==> src/sv/mtt_pkg.sv <==
package mtt_pkg;

	localparam int MaxTimers = 16;
	localparam int SlotW     = $clog2(MaxTimers);
	localparam int TotalW    = $clog2(MaxTimers + 1);
	localparam int ResCap    = 16;
	localparam int ResW      = $clog2(ResCap + 1);

	typedef enum logic [2:0] {
		CMD_ADD         = 3'd0,
		CMD_REMOVE      = 3'd1,
		CMD_MODIFY      = 3'd2,
		CMD_ENABLE      = 3'd3,
		CMD_READ_FLAG   = 3'd4,
		CMD_RESET_COUNT = 3'd5,
		CMD_TICK        = 3'd6
	} cmd_t;

	typedef enum logic [2:0] {
		ST_OK          = 3'd0,
		ST_NOT_FOUND   = 3'd1,
		ST_FULL        = 3'd2,
		ST_DUPLICATE   = 3'd3,
		ST_NOT_EXPIRED = 3'd4,
		ST_EXPIRED     = 3'd5
	} status_t;

	typedef enum logic [1:0] {
		OP_TICK,
		OP_ENABLE,
		OP_READ_FLAG,
		OP_RESET_COUNT
	} step_op_t;

	typedef struct packed {
		logic [2:0]  command;
		logic [7:0]  timer_id;
		logic [31:0] period;
		logic        oneshot_mode;
		logic [7:0]  enable_value;
		logic        notify_enable;
		logic [31:0] count_load;
		logic        flag_load;
	} request_t;

	typedef struct packed {
		status_t     status;
		logic        is_event;
		logic [7:0]  event_id;
		logic        last;
	} response_t;

	typedef struct packed {
		logic [7:0]  id;
		logic [31:0] period;
		logic [31:0] count;
		logic        mode;
		logic [7:0]  enable;
		logic        notify;
		logic        flag;
	} slot_t;

	typedef struct packed {
		slot_t       slot;
		logic        fire;
		status_t     status;
	} step_out_t;

endpackage

==> src/sv/multi_timer_table.sv <==
// Timer table with up to 16 timers keyed by an 8-bit id. A command is taken when start is
// high and busy is low. Add, remove and modify finish in the cycle of acceptance and answer
// on the next cycle, leaving busy low. Enable, read flag and reset count go through the slot
// memory read and an apply state when the id is found. A tick walks the live timers in
// insertion order, one slot memory access per cycle through a shared count/compare unit, and
// closes in a tick end state; on an empty table it answers like add. Each result is shown
// for exactly one cycle with response_valid high; the receiver cannot stall, and last marks
// the final result of a command. Command code seven is taken and does nothing.
module multi_timer_table (
	input  logic                clk,
	input  logic                arst_n,
	input  logic                start,
	input  mtt_pkg::request_t   request,
	output logic                busy,
	output logic                response_valid,
	output mtt_pkg::response_t  response
);
	import mtt_pkg::*;

	typedef enum logic [1:0] {
		S_IDLE,
		S_APPLY,
		S_TICK,
		S_TICK_END
	} state_t;

	state_t             state_q;
	logic [MaxTimers-1:0] slot_valid_q;
	logic [7:0]         slot_id_q [MaxTimers];
	logic [SlotW-1:0]   visit_q [MaxTimers];
	logic [TotalW-1:0]  total_q;
	logic [TotalW-1:0]  pos_q;
	logic [SlotW-1:0]   cur_q;
	step_op_t           op_q;
	logic [7:0]         en_q;
	logic [ResW-1:0]    n_q;
	logic               pend_q;
	logic [7:0]         pend_id_q;
	response_t          res_q;
	logic               res_valid_q;

	slot_t              slot_mem [MaxTimers];
	slot_t              slot_rd_q;

	logic               accept;
	logic [MaxTimers-1:0] match;
	logic [MaxTimers-1:0] vhit;
	logic [MaxTimers-1:0] seen;
	logic [SlotW-1:0]   visit_next [MaxTimers];
	logic [SlotW-1:0]   match_idx;
	logic [SlotW-1:0]   free_idx;
	logic               found;
	logic               full;
	logic               mem_we;
	logic [SlotW-1:0]   mem_waddr;
	logic [SlotW-1:0]   mem_raddr;
	slot_t              mem_wdata;
	step_op_t           step_op;
	step_out_t          step;

	assign accept = start && !busy;
	assign busy   = (state_q != S_IDLE);
	assign found  = |match;
	assign full   = (total_q == TotalW'(MaxTimers));

	for (genvar i = 0; i < MaxTimers; i++) begin : g_slot
		assign match[i] = slot_valid_q[i] && (slot_id_q[i] == request.timer_id);
		assign vhit[i]  = (TotalW'(i) < total_q) && (visit_q[i] == match_idx);
		assign seen[i]  = |vhit[i:0];
		if (i == MaxTimers - 1) begin : g_tail
			assign visit_next[i] = visit_q[i];
		end else begin : g_body
			assign visit_next[i] = seen[i] ? visit_q[i+1] : visit_q[i];
		end
	end

	always_comb begin
		match_idx = '0;
		free_idx  = '0;
		for (int i = MaxTimers - 1; i >= 0; i--) begin
			if (match[i]) begin
				match_idx = SlotW'(i);
			end
			if (!slot_valid_q[i]) begin
				free_idx = SlotW'(i);
			end
		end
	end

	assign step_op = (state_q == S_TICK) ? OP_TICK : op_q;

	mtt_step_unit u_step (
		.op           (step_op),
		.enable_value (en_q),
		.cur          (slot_rd_q),
		.result       (step)
	);

	always_comb begin
		mem_we    = 1'b0;
		mem_waddr = cur_q;
		mem_wdata = step.slot;
		mem_raddr = match_idx;
		unique case (state_q)
			S_IDLE: begin
				if (cmd_t'(request.command) == CMD_TICK) begin
					mem_raddr = visit_q[0];
				end
				if (accept && cmd_t'(request.command) == CMD_ADD && !full && !found) begin
					mem_we    = 1'b1;
					mem_waddr = free_idx;
					mem_wdata = '{id: request.timer_id, period: request.period, count: 32'd0,
						mode: request.oneshot_mode, enable: request.enable_value,
						notify: request.notify_enable, flag: 1'b0};
				end
				if (accept && cmd_t'(request.command) == CMD_MODIFY && found) begin
					mem_we    = 1'b1;
					mem_waddr = match_idx;
					mem_wdata = '{id: request.timer_id, period: request.period,
						count: request.count_load, mode: request.oneshot_mode,
						enable: request.enable_value, notify: request.notify_enable,
						flag: request.flag_load};
				end
			end
			S_APPLY: begin
				mem_we = 1'b1;
			end
			S_TICK: begin
				mem_we    = 1'b1;
				mem_raddr = visit_q[pos_q[SlotW-1:0]];
			end
			S_TICK_END: ;
			default: ;
		endcase
	end

	always_ff @(posedge clk) begin
		if (mem_we) begin
			slot_mem[mem_waddr] <= mem_wdata;
		end
		slot_rd_q <= slot_mem[mem_raddr];
	end

	function automatic response_t make_res(status_t st, logic ev, logic [7:0] id, logic lst);
		response_t r;
		r.status   = st;
		r.is_event = ev;
		r.event_id = id;
		r.last     = lst;
		return r;
	endfunction

	always_ff @(posedge clk or negedge arst_n) begin
		if (!arst_n) begin
			state_q      <= S_IDLE;
			slot_valid_q <= '0;
			for (int i = 0; i < MaxTimers; i++) begin
				slot_id_q[i] <= '0;
				visit_q[i]   <= '0;
			end
			total_q     <= '0;
			pos_q       <= '0;
			cur_q       <= '0;
			op_q        <= OP_TICK;
			en_q        <= '0;
			n_q         <= '0;
			pend_q      <= 1'b0;
			pend_id_q   <= '0;
			res_q       <= '0;
			res_valid_q <= 1'b0;
		end else begin
			res_valid_q <= 1'b0;
			unique case (state_q)
				S_IDLE: begin
					if (accept) begin
						unique case (cmd_t'(request.command))
							CMD_ADD: begin
								res_valid_q <= 1'b1;
								if (full) begin
									res_q <= make_res(ST_FULL, 1'b0, 8'd0, 1'b1);
								end else if (found) begin
									res_q <= make_res(ST_DUPLICATE, 1'b0, 8'd0, 1'b1);
								end else begin
									res_q                 <= make_res(ST_OK, 1'b0, 8'd0, 1'b1);
									slot_valid_q[free_idx] <= 1'b1;
									slot_id_q[free_idx]    <= request.timer_id;
									visit_q[total_q[SlotW-1:0]] <= free_idx;
									total_q               <= total_q + 1'b1;
								end
							end
							CMD_REMOVE: begin
								res_valid_q <= 1'b1;
								if (found) begin
									res_q <= make_res(ST_OK, 1'b0, 8'd0, 1'b1);
									slot_valid_q[match_idx] <= 1'b0;
									for (int i = 0; i < MaxTimers; i++) begin
										visit_q[i] <= visit_next[i];
									end
									total_q <= total_q - 1'b1;
								end else begin
									res_q <= make_res(ST_NOT_FOUND, 1'b0, 8'd0, 1'b1);
								end
							end
							CMD_MODIFY: begin
								res_valid_q <= 1'b1;
								res_q <= make_res(found ? ST_OK : ST_NOT_FOUND, 1'b0, 8'd0, 1'b1);
							end
							CMD_ENABLE, CMD_READ_FLAG, CMD_RESET_COUNT: begin
								if (found) begin
									cur_q   <= match_idx;
									en_q    <= request.enable_value;
									state_q <= S_APPLY;
									unique case (cmd_t'(request.command))
										CMD_ENABLE:    op_q <= OP_ENABLE;
										CMD_READ_FLAG: op_q <= OP_READ_FLAG;
										default:       op_q <= OP_RESET_COUNT;
									endcase
								end else begin
									res_valid_q <= 1'b1;
									res_q <= make_res(ST_NOT_FOUND, 1'b0, 8'd0, 1'b1);
								end
							end
							CMD_TICK: begin
								if (total_q == '0) begin
									res_valid_q <= 1'b1;
									res_q <= make_res(ST_OK, 1'b0, 8'd0, 1'b1);
								end else begin
									cur_q   <= visit_q[0];
									pos_q   <= TotalW'(1);
									n_q     <= '0;
									pend_q  <= 1'b0;
									state_q <= S_TICK;
								end
							end
							default: ;
						endcase
					end
				end
				S_APPLY: begin
					res_valid_q <= 1'b1;
					res_q       <= make_res(step.status, 1'b0, 8'd0, 1'b1);
					state_q     <= S_IDLE;
				end
				S_TICK: begin
					if (step.fire && slot_rd_q.notify && n_q < ResW'(ResCap)) begin
						if (pend_q) begin
							res_valid_q <= 1'b1;
							res_q       <= make_res(ST_OK, 1'b1, pend_id_q, 1'b0);
						end
						pend_q    <= 1'b1;
						pend_id_q <= slot_rd_q.id;
						n_q       <= n_q + 1'b1;
					end
					if (pos_q < total_q) begin
						cur_q <= visit_q[pos_q[SlotW-1:0]];
						pos_q <= pos_q + 1'b1;
					end else begin
						state_q <= S_TICK_END;
					end
				end
				S_TICK_END: begin
					res_valid_q <= 1'b1;
					res_q       <= pend_q ? make_res(ST_OK, 1'b1, pend_id_q, 1'b1)
						: make_res(ST_OK, 1'b0, 8'd0, 1'b1);
					state_q     <= S_IDLE;
				end
				default: ;
			endcase
		end
	end

	assign response_valid = res_valid_q;
	assign response       = res_q;

	// live slot count and visit list length agree
	a_total_matches_valid: assert property (@(posedge clk) disable iff (!arst_n)
		$countones(slot_valid_q) == 32'(total_q))
		else $error("timer count out of step with valid slots");

	// a tick over a nonempty table keeps the block busy
	a_tick_busy: assert property (@(posedge clk) disable iff (!arst_n)
		accept && cmd_t'(request.command) == CMD_TICK && total_q != '0 |=> busy)
		else $error("tick did not start a walk");

	// only a tick walk gives non-final results
	a_nonlast_in_tick: assert property (@(posedge clk) disable iff (!arst_n)
		res_valid_q && !res_q.last |-> state_q == S_TICK || state_q == S_TICK_END)
		else $error("non-final result outside a tick");

	// a tick always closes with a final result
	a_tick_closes: assert property (@(posedge clk) disable iff (!arst_n)
		state_q == S_TICK_END |=> res_valid_q && res_q.last)
		else $error("tick ended without a final result");

	// event count never passes the cap
	a_event_cap: assert property (@(posedge clk) disable iff (!arst_n)
		n_q <= ResW'(ResCap))
		else $error("event count above cap");

endmodule

==> src/sv/mtt_step_unit.sv <==
module mtt_step_unit (
	input  mtt_pkg::step_op_t  op,
	input  logic [7:0]         enable_value,
	input  mtt_pkg::slot_t     cur,
	output mtt_pkg::step_out_t result
);
	import mtt_pkg::*;

	logic [31:0] count_inc;
	logic        hit;

	always_comb begin
		count_inc = cur.count;
		if (cur.count < cur.period && cur.enable == 8'd1) begin
			count_inc = cur.count + 32'd1;
		end
		hit = (count_inc == cur.period);
	end

	always_comb begin
		result.slot   = cur;
		result.fire   = 1'b0;
		result.status = ST_OK;
		unique case (op)
			OP_TICK: begin
				result.fire       = hit;
				result.slot.count = (hit && !cur.mode) ? 32'd0 : count_inc;
				result.slot.flag  = cur.flag | hit;
			end
			OP_ENABLE: begin
				result.slot.enable = enable_value;
			end
			OP_READ_FLAG: begin
				result.slot.flag = 1'b0;
				result.status    = cur.flag ? ST_EXPIRED : ST_NOT_EXPIRED;
			end
			OP_RESET_COUNT: begin
				result.slot.count = 32'd0;
			end
			default: ;
		endcase
	end

endmodule

==> config.mk <==
export PLATFORM = sky130hd
export DESIGN_NAME = multi_timer_table
export DESIGN_NICKNAME = d
export VERILOG_FILES = /design/src/sv/mtt_pkg.sv /design/src/sv/multi_timer_table.sv /design/src/sv/mtt_step_unit.sv
export SDC_FILE = /design/constraint.sdc
export NUM_CORES = 2
export LEC_CHECK = 0
export BUFFER_PORTS_ARGS = -buffer_cell sky130_fd_sc_hd__buf_2
export CAP_MARGIN = 0
export CORE_MARGIN = 2
export CORE_UTILIZATION = 50
export CTS_CLUSTER_SIZE = 24
export DETAILED_ROUTE_END_ITERATION = 8
export PLACE_DENSITY_LB_ADDON = 0.12
export SKIP_LAST_GASP = 1
export SLEW_MARGIN = 20
export SYNTH_ARGS = -nofsm -noshare
export SYNTH_HDL_FRONTEND = slang
export SYNTH_SLANG_ARGS = --single-unit
==> constraint.sdc <==
create_clock -name clk -period 14.4 [get_ports clk]
set_clock_uncertainty 0.15 [all_clocks]
set_input_delay 2.88 -clock clk [delete_from_list [all_inputs] [get_ports clk]]
set_output_delay 2.88 -clock clk [all_outputs]
set_load 0.02 [all_outputs]
# Yosys cells after proc, flatten, opt, wreduce, memory -nomap -nowiden
# Memory sizes are Yosys's and may differ from the RTL's. A register that Yosys moved wholly into a read port is not among the register bits.
# Cells that the tools add are included.
# classes
addsub	5
magnitude_cmp	27
n_eq_ne	77
mux	141
n_bitwise	10
reduce_logical	100
# op_table
operator	count
$mux 83	3
$mux 4	58
$mux 64	3
$bwmux 128	1
$eq 8x8->1	16
$pmux 64 s2	1
$reduce_and 7->1	15
$mux 13	5
$pmux 13 s5	1
$bwmux 64	1
$mux 32	2
$pmux 32 s2	1
$eq 4x4->1	15
$mux 5	11
$pmux 13 s4	1
$mux 16	3
$ne 2x2->1 const B	23
$logic_and 1x1->1	45
$lt 4x5->1 const A	7
$add 32x1->32 const B	1
$demux 8 s4	1
$eq 32x32->1	1
$lt 32x32->1	1
$pmux 16 s2	1
other kinds (68)	143
# totals
regBits	262
mem_bits_rw	1328
out_inout_bits	15
wordCells	408
mem_count	1
# memory_table
name	words	word_bits	read_ports	rd_ports_with_merged_regs	wr	line	text
slot_mem	16	83	1	1	1	multi_timer_table.sv:42	slot_t slot_mem [MaxTimers];

# Logic depth before layout (Yosys ltp)
# depth
ltp_word	26
depth_mapped	20

# Hierarchy
# Synthesis repeated with hierarchy kept, for this count alone.
# hier_totals
hier_cells	5870
area_unflattened_um2	74013.5
# by_module_without_submodules
mod	n_inst	cells_per_inst	area_per_inst_um2
multi_timer_table	1	5330	70254.9
mtt_step_unit	1	540	3758.6

# Worst setup path before layout
# Ideal clock, no wire load.
# synth_path
kind	input to register
start	input request[77] (netlist bit)
end	memory slot_mem[8][0] (netlist bit) (enable)
setup_time_ns	0.525
arrival_time_ns	9.247
setup_slack_ns	4.477
path_stages	16
n_path_buf	5
path_cell_list	buf_4 > buf_6 > xnor2_1 > nand4_1 > nor3_1 > or4b_1 > buf_2 > or2_1 > buf_2 > nor3_4 > mux2i_1 > nand2b_1 > clkbuf_1 > a222oi_1 > nand2_1 > nor2_1
# synth_via
elab_chain_cells	20
# synth_rtl
item	line	text
start: declaration	multi_timer_table.sv:13	input mtt_pkg::request_t request,
$eq 8x8->1	multi_timer_table.sv:67	assign match[i] = slot_valid_q[i] && (slot_id_q[i] == request.timer_id);
$logic_and 1x1->1	multi_timer_table.sv:67	
$mux 4 (16 in a row)	multi_timer_table.sv:81	if (match[i]) begin
$mux 4	multi_timer_table.sv:116	if (accept && cmd_t'(request.command) == CMD_MODIFY && found) begin
$mux 4	multi_timer_table.sv:104	unique case (state_q)
end: declaration	multi_timer_table.sv:42	
# Parallel ways exist; a longest one is shown, timed or not.

# Worst setup path after layout
# layout_path
start	input request[78] (netlist bit)
end	memory slot_mem[0][9] (netlist bit) (enable)
# The elaborated chain is that of the path after synthesis.

==> flow_summary.yaml <==
run_status:
  outcome: "complete, no violations"
finish:
  regArea_mm2: 0.0481
  final_cells: 7885
  postLayoutCoreUtil_pct: 56.3
  multi_input_comb_area_mm2: 0.0235
  area_growth_pct: 11.8
  fin_area_mm2: 0.0819
  layout.nets: 5952
  drive_gt1_share_pct: 13.2
  fillers: 11800
grt:
  grt_usage_pct: 26.8
  grt_pass1_wl_um: 302000
  antenna_found_initial: 8
  grt_pass1_vias: 45200
  grt_max_degree: 148
  grt-ovfl-total: 0
synthesis:
  ys_types: 94
  yosys_register_bits: 1673
  netlist_area_mm2: 0.0732
  postSynthAreaPerCell_um2: 12.8
  netlist_instances: 5742
  synth-main-ff-cell: "edfxtp_1"
  syn_nets: 5882
  synth_edf_count: 1328
  ys_warn_count: 0
  synth_async_sr_flop_share_pct: 15.7
  yosysSeqAreaShare_pct: 65.7
timing:
  whs_ns: 0.344
  relSlewSlack_pct: 25.8
  setup_violations: 0
  setup_ws_ns: 5.74
  setup_tns_ns: 0
  grt_setup_unrepaired: "no"
  period_minus_slack_ns: 8.66
  slew_violations: 0
  min_period_over_period_pct: 60.2
  hold_viol: 0
  tightest_slew_ns: 1.10
  fmax_ghz: 0.115
power:
  power_density_mw_per_mm2: 186
  leakage_nw: 31.2
  power.total_mw: 15.3
  ir_drop_uv: 152
worst_setup_path:
  cp.arrival_ns: 8.92
  required_ns: 14.66
  critPathKind: "in -> reg"
  path_max_fanout: 52
  end_kind: "flip-flop"
  start_kind: "input pin"
place:
  dpl.cell_count: 7551
  gp_congestion: 0.961
  hpwlAfterDp_um: 121000
  place.port_buffers: 103
  dp_slack_ns: 4.99
  dpl_cell_area_mm2: 0.0760
route:
  drt-total-wl_um: 203000
  avgViaCountPerCell: 6.01
  firstDrtPassIters: 5
  detail-route-antenna-nets: 0
  vias: 47400
  drt_iter0_markers: 4846
  remaining_drc_errors: 0
  wl_per_cell_um: 25.8
clock_tree:
  cts.sinks: 1673
  cts_made_buffers: 175
  clock_latency_ns: 0.82
  cts-root-buf: "clkbuf_16"
  post_cts_resized: 0
  cts_post_setup_buffers_inserted: 0
  postCtsHoldBufs: 0
  htreeDepth: 4
  path_clk_slew_ns: 0.06
  cts_tree: "done"
  clockBufferDepth: 3
run:
  maxCapViolations: 0
hold_path:
  hp-class: "reg -> reg"
die:
  die_x_um: 387
  initial_utilization_pct: 50.3
  fp.dieH_um: 387
  ios: 104
  rows: 140
  dieArea_mm2: 0.150
  fp.coreArea_mm2: 0.146
[flip-flops by register name (all words and copies together) (netlist names)]
name and cells:
pend_id_q 8, op_q 2, slot_valid_q 16, en_q 8, visit_next 4, visit_q 60
pos_q 5, n_q 5, response 13, slot_mem 1328, pend_q 1, response_valid 1
total_q 5, slot_rd_q 83, cur_q 4, state_q 2, slot_id_q 128
[worst max-delay path, cell delays in order]
cell	delay [ns]
buf_2	0.68
xnor2_1	0.17
nand4_1	0.13
nor3_1	0.12
nor2_1	0.46
nand4_1	0.58
nor3_4	0.44
mux2i_1	0.18
nand2b_2	0.21
buf_4	0.31
a222oi_1	0.61
nand2_1	0.37
nor2_4	0.17
buf_4	0.54
buf_4	0.92
[per-layer routing]
metal  GRT usage, %  vias up  routed length [um]
met2           41.5     1836               93300
met1           39.3    23900               89600
met4           7.22       10                4810
met3           4.62      312               15400
met5              0        -                  62
li1               -    21300                   -
[placed cells by master, fill, tap and decap left out, types with 26 or more instances in the layout]
cell type	netlist	layout
a32oi_1	86	86
a21oi_1	92	92
nand3_1	241	241
nand4_1	44	44
nor3_1	55	55
and3_1	35	34
a22oi_1	26	26
nor2_1	110	91
dfxtp_1	83	83
buf_4	15	131
o21ai_0	327	301
clkinv_2	0	28
clkinv_1	0	26
inv_1	86	86
mux2_2	188	188
o221ai_1	86	86
dfrtp_1	262	262
ha_1	51	51
clkbuf_1	213	50
xor2_1	44	44
nand2_1	1266	1264
xnor2_1	166	166
buf_2	71	102
clkbuf_16	0	179
mux2i_1	442	442
edfxtp_1	1328	1328
[where the power goes]
part | switching, mW | leakage, nW | total, mW | internal, mW
combinational | 2.67 | 12.1 | 3.73 | 1.06
clock | 1.89 | 2.82 | 4.50 | 2.61
sequential | 0.448 | 16.3 | 7.02 | 6.57
[path summary, 6_finish.rpt]
path	startpoint	to	slack [ns]	depth (start not counted)
setup / recovery	request[78]	slot_mem[0][9]	5.74	15
hold / removal	response[9]	response[9]	0.34	1
setup reg to reg	slot_rd_q[42]	slot_mem[4][35]	6.89	16
hold reg to reg	response[9]	response[9]	0.34	1
max in group asynchronous	arst_n	visit_q[14]	10.08	3
min in group asynchronous	arst_n	slot_id_q[30]	1.90	1
[cell usage after synthesis (71+ instances only)]
cell type / instances / area share (%)
a21oi_1: 92 / 0.63
a32oi_1: 86 / 1.0
buf_2: 71 / 0.49
clkbuf_1: 213 / 1.1
dfrtp_1: 262 / 9.0
dfxtp_1: 83 / 2.3
edfxtp_1: 1328 / 54
inv_1: 86 / 0.44
mux2_2: 188 / 2.9
mux2i_1: 442 / 6.0
nand2_1: 1266 / 6.5
nand3_1: 241 / 1.6
nor2_1: 110 / 0.56
o21ai_0: 327 / 2.2
o221ai_1: 86 / 1.0
xnor2_1: 166 / 2.0
[logic make-up after synthesis]
group / after synthesis / synth area share (%)
xor gates and xnor gates: 210 / 2.51
DFF: 1673 / 65.7
adders and majority gates: 51 / 0.871
buffers and inverters: 438 / 2.54
and+or+nand+nor: 1888 / 11.1
muxes: 662 / 9.73
AOI/OAI and AO/OA: 820 / 7.54
[layout make-up]
| type | instances | share of cell area (%) |
|---|---|---|
| Inverter | 87 | 0.399 |
| Multi-Input combinational cell | 3631 | 28.7 |
| Clock buffer | 247 | 6.00 |
| Antenna cell | 4 | 0.0122 |
| Sequential cell | 1673 | 58.7 |
| Timing Repair Buffer | 244 | 2.11 |
| Clock inverter | 82 | 1.07 |
| Tap cell | 1917 | 2.93 |
Note: power is estimated with default switching activity, not from simulation.
